[config.mk]
export PLATFORM = sky130hd
export DESIGN_NAME = mlfq_scheduler
export DESIGN_NICKNAME = d
export VERILOG_FILES = /design/src/sv/mlfq_pkg.sv /design/src/sv/mlfq_scheduler.sv /design/src/sv/mlfq_level_cell.sv
export SDC_FILE = /design/constraint.sdc
export NUM_CORES = 1
export LEC_CHECK = 0
export BUFFER_PORTS_ARGS = -buffer_cell sky130_fd_sc_hd__clkbuf_2
export CORE_MARGIN = 5
export CORE_UTILIZATION = 35
export CTS_CLUSTER_DIAMETER = 30
export DETAILED_ROUTE_END_ITERATION = 16
export GPL_ROUTABILITY_DRIVEN = 1
export HOLD_SLACK_MARGIN = 0.15
export SLEW_MARGIN = 10
export SYNTH_ARGS = -nofsm -noshare
export SYNTH_HDL_FRONTEND = slang
export SYNTH_HIERARCHICAL = 1
export SYNTH_SLANG_ARGS = --single-unit
[constraint.sdc]
create_clock -name clk -period 13.4 [get_ports clk]
set_clock_uncertainty 0.15 [all_clocks]
set_input_delay 1.34 -clock clk [delete_from_list [all_inputs] [get_ports clk]]
set_output_delay 1.34 -clock clk [all_outputs]
set_load 0.005 [all_outputs]
[src/sv/mlfq_pkg.sv]
// Shared types, widths and codes for the multilevel feedback queue scheduler.
// Used by mlfq_level_cell and mlfq_scheduler; depends on nothing.
package mlfq_pkg;

  localparam int NUM_LEVELS_DEF = 4;
  localparam int MAX_TASKS_DEF  = 16;

  localparam int ID_W     = 4;
  localparam int TIME_W   = 32;
  localparam int SVC_W    = 16;
  localparam int LVL_W    = 2;
  localparam int STATUS_W = 2;

  localparam int NUM_SLICES = 4;
  localparam int SLICE_W    = 16;
  localparam int CFG_IDX_W  = 4;

  localparam logic [SLICE_W-1:0] SLICE_RESET [NUM_SLICES] = '{
    SLICE_W'(1), SLICE_W'(2), SLICE_W'(4), SLICE_W'(8)
  };

  localparam logic OP_ARRIVE   = 1'b0;
  localparam logic OP_DISPATCH = 1'b1;

  localparam logic [STATUS_W-1:0] ST_RUN    = 2'd0;
  localparam logic [STATUS_W-1:0] ST_ARRIVE = 2'd1;
  localparam logic [STATUS_W-1:0] ST_EMPTY  = 2'd2;

  typedef struct packed {
    logic              op;
    logic [ID_W-1:0]   task_id;
    logic [TIME_W-1:0] arrival_time;
    logic [SVC_W-1:0]  service_time;
  } req_t;

  typedef struct packed {
    logic [STATUS_W-1:0] status;
    logic [ID_W-1:0]     run_task;
    logic [LVL_W-1:0]    run_level;
    logic [TIME_W-1:0]   start_time;
    logic [SVC_W-1:0]    run_length;
    logic [SVC_W-1:0]    remaining;
    logic                finished;
    logic [TIME_W-1:0]   finish_time;
  } rsp_t;

  // Handed from one level cell to the next lower one.
  typedef struct packed {
    logic            claimed;
    logic            dem_valid;
    logic [ID_W-1:0] dem_id;
  } link_t;

  typedef struct packed {
    logic            pop;
    logic            push;
    logic            demote;
    logic [ID_W-1:0] push_id;
  } cell_ctl_t;

  typedef struct packed {
    logic            nonempty;
    logic            full;
    logic            sel;
    logic [ID_W-1:0] head;
  } cell_stat_t;

endpackage

[src/sv/mlfq_scheduler.sv]
// Multilevel feedback queue scheduler: a chain of level cells plus a small sequencer.
// An accepted request goes from S_IDLE to S_EXEC, through S_RUN for a slice dispatch, then
// to S_OUT, where the result is loaded into rsp unless the output stalls; a new request is
// taken only back in S_IDLE. A slice run waits on the registered remaining-time read, and
// the sequencer returns to S_IDLE after each result load.
// Reset (rst, synchronous): clears queue pointers, counts, clock; slices go to 1, 2, 4, 8.
// Depends on mlfq_pkg and mlfq_level_cell.
module mlfq_scheduler import mlfq_pkg::*; #(
  parameter int NUM_LEVELS = NUM_LEVELS_DEF,
  parameter int MAX_TASKS  = MAX_TASKS_DEF
) (
  input  logic                 clk,
  input  logic                 rst,
  input  logic                 req_valid,
  output logic                 req_stall,
  input  req_t                 req,
  output logic                 rsp_valid,
  input  logic                 rsp_stall,
  output rsp_t                 rsp,
  input  logic                 cfg_valid,
  output logic                 cfg_ready,
  input  logic [CFG_IDX_W-1:0] cfg_index,
  input  logic [SLICE_W-1:0]   cfg_data
);

  localparam int LV_W   = (NUM_LEVELS > 1) ? $clog2(NUM_LEVELS) : 1;
  localparam int TIDX_W = (MAX_TASKS > 1) ? $clog2(MAX_TASKS) : 1;
  localparam int SIX_W  = $clog2(NUM_SLICES);

  localparam logic [1:0] S_IDLE = 2'd0;
  localparam logic [1:0] S_EXEC = 2'd1;
  localparam logic [1:0] S_RUN  = 2'd2;
  localparam logic [1:0] S_OUT  = 2'd3;

  logic [1:0]          state;
  logic [1:0]          state_next;
  req_t                req_q;
  rsp_t                res;
  logic [TIME_W-1:0]   now;
  logic [SLICE_W-1:0]  slice [NUM_SLICES];
  logic [SVC_W-1:0]    rmem [MAX_TASKS];
  logic [SVC_W-1:0]    rem_q;
  logic [LV_W-1:0]     run_lv;
  logic [ID_W-1:0]     run_id;

  cell_ctl_t           ctl  [NUM_LEVELS];
  cell_stat_t          stat [NUM_LEVELS];
  link_t               links [NUM_LEVELS + 1];
  logic [NUM_LEVELS:0] full_vec;
  logic [NUM_LEVELS-1:0] sel_vec;

  logic [LV_W-1:0]     pick_lv;
  logic [ID_W-1:0]     pick_id;
  logic                all_empty;
  logic                arr_ok;
  logic [TIME_W-1:0]   arr_time;
  logic [SIX_W-1:0]    slice_idx;
  logic [SLICE_W-1:0]  slc;
  logic [SVC_W-1:0]    run_len;
  logic [SVC_W-1:0]    left;
  logic                done;
  logic                rmem_we;
  logic [TIDX_W-1:0]   rmem_widx;
  logic [SVC_W-1:0]    rmem_wdata;
  logic                rsp_load;

  assign links[0]  = '0;
  assign all_empty = !links[NUM_LEVELS].claimed;

  for (genvar g = 0; g < NUM_LEVELS; g++) begin : g_cell
    mlfq_level_cell #(
      .MAX_TASKS(MAX_TASKS)
    ) u_cell (
      .clk     (clk),
      .rst     (rst),
      .ctl     (ctl[g]),
      .link_in (links[g]),
      .link_out(links[g + 1]),
      .stat    (stat[g])
    );
    assign full_vec[g] = stat[g].full;
    assign sel_vec[g]  = stat[g].sel;
  end
  assign full_vec[NUM_LEVELS] = 1'b1;

  always_comb begin
    pick_lv = '0;
    pick_id = '0;
    for (int l = 0; l < NUM_LEVELS; l++) begin
      if (stat[l].sel) begin
        pick_lv = LV_W'(l);
        pick_id = stat[l].head;
      end
    end
  end

  assign arr_ok = ({{(TIME_W - ID_W){1'b0}}, req_q.task_id} < TIME_W'(MAX_TASKS)) &&
                  !full_vec[0];
  assign arr_time = (arr_ok && all_empty && (req_q.arrival_time > now)) ?
                    req_q.arrival_time : now;

  assign slice_idx = (TIME_W'(run_lv) >= TIME_W'(NUM_SLICES - 1)) ?
                     SIX_W'(NUM_SLICES - 1) : SIX_W'(run_lv);
  assign slc     = slice[slice_idx];
  assign run_len = (rem_q < slc) ? rem_q : slc;
  assign left    = rem_q - run_len;
  assign done    = (left == '0);

  always_comb begin
    for (int l = 0; l < NUM_LEVELS; l++) begin
      ctl[l]         = '0;
      ctl[l].push_id = run_id;
      if (state == S_EXEC && req_q.op == OP_DISPATCH) begin
        ctl[l].pop = stat[l].sel;
      end
      if (state == S_RUN && !done && run_lv == LV_W'(l)) begin
        ctl[l].demote = 1'b1;
        ctl[l].push   = full_vec[l + 1];
      end
    end
    if (state == S_EXEC && req_q.op == OP_ARRIVE) begin
      ctl[0].push    = arr_ok;
      ctl[0].push_id = req_q.task_id;
    end
  end

  always_comb begin
    rmem_we    = 1'b0;
    rmem_widx  = TIDX_W'(run_id);
    rmem_wdata = left;
    if (state == S_EXEC && req_q.op == OP_ARRIVE) begin
      rmem_we    = arr_ok;
      rmem_widx  = TIDX_W'(req_q.task_id);
      rmem_wdata = req_q.service_time;
    end else if (state == S_RUN) begin
      rmem_we = 1'b1;
    end
  end

  always_ff @(posedge clk) begin
    if (rmem_we) begin
      rmem[rmem_widx] <= rmem_wdata;
    end
    rem_q <= rmem[TIDX_W'(pick_id)];
  end

  assign rsp_load  = (state == S_OUT) && (!rsp_valid || !rsp_stall);
  assign req_stall = (state != S_IDLE);
  assign cfg_ready = 1'b1;

  always_comb begin
    state_next = state;
    unique case (state)
      S_IDLE: if (req_valid) state_next = S_EXEC;
      S_EXEC: begin
        if (req_q.op == OP_DISPATCH && !all_empty) begin
          state_next = S_RUN;
        end else begin
          state_next = S_OUT;
        end
      end
      S_RUN:  state_next = S_OUT;
      S_OUT:  if (rsp_load) state_next = S_IDLE;
      default: state_next = S_IDLE;
    endcase
  end

  always_ff @(posedge clk) begin
    if (rst) begin
      state     <= S_IDLE;
      now       <= '0;
      rsp_valid <= 1'b0;
      for (int i = 0; i < NUM_SLICES; i++) begin
        slice[i] <= SLICE_RESET[i];
      end
    end else begin
      state <= state_next;
      if (cfg_valid && cfg_ready && (cfg_index < CFG_IDX_W'(NUM_SLICES))) begin
        slice[SIX_W'(cfg_index)] <= cfg_data;
      end
      if (state == S_EXEC && req_q.op == OP_ARRIVE) begin
        now <= arr_time;
      end else if (state == S_RUN) begin
        now <= now + TIME_W'(run_len);
      end
      if (rsp_load) begin
        rsp_valid <= 1'b1;
      end else if (!rsp_stall) begin
        rsp_valid <= 1'b0;
      end
    end
  end

  always_ff @(posedge clk) begin
    if (state == S_IDLE && req_valid) begin
      req_q <= req;
    end
    if (state == S_EXEC) begin
      run_lv         <= pick_lv;
      run_id         <= pick_id;
      res.run_level  <= '0;
      res.run_length <= '0;
      res.finished   <= 1'b0;
      if (req_q.op == OP_ARRIVE) begin
        res.status      <= ST_ARRIVE;
        res.run_task    <= req_q.task_id;
        res.start_time  <= arr_time;
        res.remaining   <= req_q.service_time;
        res.finish_time <= arr_time;
      end else begin
        res.status      <= ST_EMPTY;
        res.run_task    <= '0;
        res.start_time  <= now;
        res.remaining   <= '0;
        res.finish_time <= now;
      end
    end
    if (state == S_RUN) begin
      res.status      <= ST_RUN;
      res.run_task    <= run_id;
      res.run_level   <= LVL_W'(run_lv);
      res.start_time  <= now;
      res.run_length  <= run_len;
      res.remaining   <= left;
      res.finished    <= done;
      res.finish_time <= now + TIME_W'(run_len);
    end
    if (rsp_load) begin
      rsp <= res;
    end
  end

  a_pick_onehot: assert property (@(posedge clk) disable iff (rst)
    $onehot0(sel_vec))
    else $error("more than one level picked");

  a_accept_exec: assert property (@(posedge clk) disable iff (rst)
    (req_valid && !req_stall) |=> (state == S_EXEC))
    else $error("accepted beat did not enter execution");

  a_run_after_pick: assert property (@(posedge clk) disable iff (rst)
    (state == S_RUN) |-> ($past(state) == S_EXEC && $past(req_q.op) == OP_DISPATCH))
    else $error("slice run without a dispatch pick");

  a_pick_when_busy: assert property (@(posedge clk) disable iff (rst)
    (state == S_EXEC && req_q.op == OP_DISPATCH && !all_empty) |-> ($countones(sel_vec) == 1))
    else $error("nonempty queues but no level picked");

endmodule

[src/sv/mlfq_level_cell.sv]
// One priority level: a circular FIFO of task ids with head, count and head read.
// Chained to its neighbors for priority pick and demotion; depends on mlfq_pkg.
module mlfq_level_cell import mlfq_pkg::*; #(
  parameter int MAX_TASKS = MAX_TASKS_DEF
) (
  input  logic       clk,
  input  logic       rst,
  input  cell_ctl_t  ctl,
  input  link_t      link_in,
  output link_t      link_out,
  output cell_stat_t stat
);

  localparam int PTR_W = (MAX_TASKS > 1) ? $clog2(MAX_TASKS) : 1;
  localparam int CNT_W = $clog2(MAX_TASKS + 1);

  logic [ID_W-1:0]  mem [MAX_TASKS];
  logic [PTR_W-1:0] head;
  logic [PTR_W-1:0] head_next;
  logic [CNT_W-1:0] count;
  logic [CNT_W-1:0] count_next;
  logic [ID_W-1:0]  head_q;
  logic [CNT_W:0]   tail_sum;
  logic [PTR_W-1:0] tail;
  logic             full;
  logic             nonempty;
  logic             take_dem;
  logic             push;
  logic [ID_W-1:0]  push_id;

  assign full     = (count == CNT_W'(MAX_TASKS));
  assign nonempty = (count != '0);
  assign take_dem = link_in.dem_valid && !full;
  assign push     = ctl.push || take_dem;
  assign push_id  = take_dem ? link_in.dem_id : ctl.push_id;

  assign tail_sum = (CNT_W + 1)'(head) + (CNT_W + 1)'(count);
  assign tail     = (tail_sum >= (CNT_W + 1)'(MAX_TASKS)) ?
                    PTR_W'(tail_sum - (CNT_W + 1)'(MAX_TASKS)) : PTR_W'(tail_sum);

  always_comb begin
    head_next  = head;
    count_next = count;
    if (ctl.pop) begin
      head_next = (head == PTR_W'(MAX_TASKS - 1)) ? '0 : head + PTR_W'(1);
    end
    if (push && !ctl.pop) begin
      count_next = count + CNT_W'(1);
    end else if (ctl.pop && !push) begin
      count_next = count - CNT_W'(1);
    end
  end

  always_ff @(posedge clk) begin
    if (rst) begin
      head  <= '0;
      count <= '0;
    end else begin
      head  <= head_next;
      count <= count_next;
    end
  end

  always_ff @(posedge clk) begin
    if (push) begin
      mem[tail] <= push_id;
    end
    head_q <= mem[head];
  end

  assign link_out.claimed   = link_in.claimed || nonempty;
  assign link_out.dem_valid = ctl.demote;
  assign link_out.dem_id    = ctl.push_id;

  assign stat.nonempty = nonempty;
  assign stat.full     = full;
  assign stat.sel      = nonempty && !link_in.claimed;
  assign stat.head     = head_q;

endmodule
Yosys cells after proc, flatten, opt, wreduce, memory -nomap -nowiden
Memories as Yosys holds them, arrays and structs flattened. A register that Yosys moved wholly into a read port is not among the register bits.
Index checks and enable logic that the tools add are counted.
- word-level logic and storage cells: 228
- memories kept: 6
- RAM bits: 576
- register bits after elaboration: 340
- memories (memory ; depth ; width ; read ports ; clocked after memory_dff ; write ports ; RTL line ; source):
    rmem ; 16 ; 16 ; 1 ; 1 ; 1 ; mlfq_scheduler.sv:41 ; logic [SVC_W-1:0] rmem [MAX_TASKS];
    g_cell[0].u_cell.mem ; 16 ; 4 ; 1 ; 1 ; 1 ; mlfq_level_cell.sv:17 ; logic [ID_W-1:0] mem [MAX_TASKS];
    g_cell[1].u_cell.mem ; 16 ; 4 ; 1 ; 1 ; 1 ; mlfq_level_cell.sv:17 ;
    g_cell[2].u_cell.mem ; 16 ; 4 ; 1 ; 1 ; 1 ; mlfq_level_cell.sv:17 ;
    g_cell[3].u_cell.mem ; 16 ; 4 ; 1 ; 1 ; 1 ; mlfq_level_cell.sv:17 ;
    slice ; 4 ; 16 ; 1 ; 0 ; 4 ; mlfq_scheduler.sv:40 ; logic [SLICE_W-1:0] slice [NUM_SLICES];
- equality and inequality tests: 17
- order comparisons: 8
- mux-type cells: 70
- reduce and logical (&&, ||, !) cells: 70
- bitwise operators: 1
- add/sub/neg operators: 22
- operator list (kind ; count):
    $mux 103 ; 2
    $mux 32 ; 4
    $mux 16 ; 4
    $mux 4 ; 14
    $mux 5 ; 8
    $add 32x16->32 ; 1
    $gt 32x32->1 ; 1
    $mux 1 ; 28
    $logic_and 1x1->1 ; 27
    $add 4x5->6 ; 4
    $ge 6x5->1 const B ; 4
    $add 5x1->5 const B ; 4
    $eq 5x5->1 const B ; 4
    $reduce_bool 5->1 ; 4
    $sub 5x1->5 const B ; 4
    $logic_not 1->1 ; 19
    $add 4x1->4 const B ; 4
    $eq 4x4->1 const B ; 4
    $logic_not 16->1 ; 1
    $lt 16x16->1 ; 1
    $mux 2 ; 8
    $reduce_or 16->1 ; 1
    $sub 16x16->16 ; 1
    $sub 4x1->4 const B ; 4
    other kinds (14) ; 32

Depth between registers and ports, before layout
An unclocked memory read counts as a cell.
- depth after elaboration: 17
- depth in mapped cells: 36

Modules after synthesis
The synthesis kept the hierarchy.
- by module, submodules not included (module ; sequential area each (µm²) ; area an instance (µm²) ; cells each ; times used):
    mlfq_scheduler ; 18687.9 ; 28873.9 ; 2379 ; 1
    mlfq_level_cell ; 2182.1 ; 3483.3 ; 225 ; 4

Worst setup path after synthesis
No wires, ideal clock.
- path kind: in2reg
- start: in rsp_stall
- end: reg rsp[0] in the netlist's numbering (enable)
- stages: 1
- path slack: 3577 ps
- setup time: 728 ps
- arrival: 8945 ps
- cell sequence: a21boi_0
- longest elaborated chain between the ends: 3
- RTL lines (element ; RTL line ; source):
    from (decl) ; mlfq_scheduler.sv:18 ; input logic rsp_stall,
    $logic_not 1->1 ; - ;
    $logic_or 1x1->1 ; mlfq_scheduler.sv:147 ; assign rsp_load = (state == S_OUT) && (!rsp_valid || !rsp_stall);
    $logic_and 1x1->1 ; mlfq_scheduler.sv:147 ;
    to (signal assigned) ; mlfq_scheduler.sv:229 ; rsp <= res;
    to (decl) ; mlfq_scheduler.sv:19 ; output rsp_t rsp,
No other way between the ends.
A chain may end at the register's enable or synchronous reset.

==> metrics list <==
* Status: complete, no violations
- Min-Delay Startpoint: res[23]
- At the pin with the least slew margin, the transition time is between 1 and 1.5 ns.
- Worst-path maximum fanout: 30
- Of the cells placed in the final design, the portion with a size suffix greater than 1 is around a fifth.
- R2R Path End: g_cell[1].u_cell/count[4]
- The worst setup path is captured at a flop.
- Row count: ~130
- Hold is met by 0.2483 ns.
- Post-route DRC: 0
- Cell internal power was estimated by the tool at 9.055 mW.
- The first global-routing pass estimated 171500 um of wire.
- Of the total power, registers draw 33.8%.
- The setup check on the worst reg-to-reg path leaves a slack of ~4.3 ns.
* Number of gates given a new drive strength after cts: 0
* Full die area: 129200 um^2
- Most common cell after layout, fill and taps aside: sky130_fd_sc_hd__edfxtp_1
- Of the total power, the share spent switching nets is 37.84%.
* Final Slew Violations: 0
* GRT Total Usage: 17.15%
- Seq. cell area: 27420 um^2
- Remaining global-route overflow: 0
- Number of H-tree branching levels: 4
* Fmax: 110.1 MHz
- TritonCTS created approximately 180 clock buffers.
- Cell mode on critical path: sky130_fd_sc_hd__ha_1
- Fraction of power consumed by the clock network: a little under a third
- Leak Pwr: 18.67 nW
* Die X-Extent: 359.4 um
* Net count reported at finish: 3711
- CTS clk-pin slew, worst paths: 0.05 ns
* Cells after synthesis: 3266
- Final period util: 67.79%
- Max-cap violation count: 0
- Routability congestion estimate from global placement: 0.9103
* Final HPWL from detailed placement: 75990 um
* Area used by multi-input combinational logic: 14310 um^2
- On the critical path, the stage with the largest delay is an instance of sky130_fd_sc_hd__o41ai_2.
- Wires add up to 113400 um.
- CTS saw 948 sinks.
- Hold repair after CTS inserted 0 buffers.
* Number of cells on the worst hold path: 0
- Setup fix buffers added after clock tree synthesis: 0
- Routed wire length per instance: 21.39 um
- The count of buffers added on input and output ports is approximately 180.
- At the placement stage, the worst setup path has a slack of 4.417 ns.
- Cell Count Post-Placement: 4965
- Synthesized area: 42720 um^2
* Setup TNS: 0 ns
* Maximum number of pins on one net before global-route repair: 72
- The worst register-to-register path begins at run_lv[1].
- Worst supply voltage drop on vdd: 0.5008 mV
* First DRT Iteration DRCs: 2769
- Die height: 359.4 um
* Final standard cell utilization of the core: 42.60%
- Data on the critical path arrives at its endpoint at 9.57 ns.
- Number of fill cells in the layout: 11030
- The analysis attributes to net switching a power of 5.512 mW.
- The root buffer cell chosen for the clock tree is sky130_fd_sc_hd__clkbuf_16.
- Setup repair after global routing left no endpoint under its margin.
- Post-DR vias/cell: about 5.2
- Logic depth of the worst register-to-register path: 31
- Counting along the longest clock path gives a buffer depth of 3.
- The initial antenna violation count is 13.
- Final setup margin: 4.316 ns
- Leaving out filler cells and counting taps, the final layout contains 5302.
- Shortest clock period the worst path allows after layout: 9.084 ns
- The initial utilization of the core area, before any placement, comes to 35.15%.
- End point of the most critical hold path: rsp[23]
- Via count of the first global-routing pass: approximately 27000
* I/O pin count: around 190
* DRT antenna net count: 0
- Biggest cell delay along the critical path: 0.73 ns
* Syn. warnings: 6
- Commonest cells after routing, fill and taps aside: sky130_fd_sc_hd__edfxtp_1 (843), sky130_fd_sc_hd__nand2_1 (459), sky130_fd_sc_hd__nor2_1 (251)
- Vias after detailed routing: 27800
- Path type of the worst min-delay path: flop to flop
- For the worst setup path, the data required time is 13.89 ns.
- In this run the tightest slew margin relative to its limit is roughly an eighth.
- Among cell families on the critical path, the largest total delay comes from compound AO/OA/AOI/OAI gates.
- Relative to the synthesized area, the layout overhead comes to 21.20%.
* Kind of critical path: flop to flop
- The average instance in the mapped netlist occupies 13.08 um^2.
- Worst Path Buf+Inv: 4
- Hold Vio Cnt, Final: 0
- STA classifies the critical path startpoint as a flop.
* Clock latency reported for the late side of the worst-skew pair: approximately 0.76 ns
- Logic pwr share: between 30% and 40%
- Core ar.: roughly 120000 um^2
- Count of endpoints failing setup in the final report: 0
- Dividing total power by cell area gives a power density of approximately 280 nW/um^2.
* TritonCTS clock tree: built
- DR pass1 iterations: 5
[layer usage]
| metal | track usage (%) | routed length (um) | vias to the layer above |
|---|---|---|---|
| li1 | - | - | 12850 |
| met1 | 24.13 | 49890 | 13560 |
| met2 | 26.30 | 50600 | 1171 |
| met3 | 3.975 | 9820 | 208 |
| met4 | 5.703 | 3013 | 12 |
| met5 | 0 | 80 | - |
[sequential cells by signal, summed over array words and instances (netlist names)]
register,cells
g_cell.u_cell/mem,256
rmem,256
res,105
rsp,105
slice,64
req_q,53
now,32
g_cell.u_cell/count,20
g_cell.u_cell/head,16
g_cell.u_cell/head_q,16
rem_q,16
run_id,4
run_lv,2
state,2
rsp_valid,1
[area by class of cell]
| class | instances | area share [%] |
|---|---|---|
| Sequential cell | 948 | 52.95 |
| Antenna cell | 2 | 0.009665 |
| Multi-Input combinational cell | 2048 | 27.63 |
| Inverter | 106 | 0.7708 |
| Clock buffer | 203 | 9.107 |
| Timing Repair Buffer | 238 | 2.566 |
| Tap cell | 1625 | 3.926 |
| Clock inverter | 132 | 3.049 |
[worst max path at each step]
stage                     startpoint  depth (start not counted)                   endpoint
after CTS                  run_lv[1]                         31  g_cell[1].u_cell/count[4]
after floorplan            rsp_stall                          1                     rsp[0]
after global routing       run_lv[1]                         31  g_cell[1].u_cell/count[4]
after global placement     run_lv[1]                         31  g_cell[1].u_cell/count[4]
after detailed placement   run_lv[1]                         31  g_cell[1].u_cell/count[4]
final                      run_lv[1]                         31  g_cell[1].u_cell/count[4]
[through the flow]
stage | area [um^2] | power [mW]
after global routing | 51780 | 15.31
after global placement | 45470 | 9.930
after floorplan | 42750 | 8.175
final | 51780 | 14.57
after CTS | 51770 | 14.63
after detailed placement | 45470 | 9.994
[power by group through the flow]
stage	combinational, mW	clock, mW	sequential, mW
CTS	5.06	4.66	4.91
global placement	4.97	0	4.96
finish	5.07	4.58	4.92
global route	5.53	4.81	4.96
floorplan	3.34	0	4.84
detailed placement	5.03	0	4.96
Power figures use the tool's default switching activity.
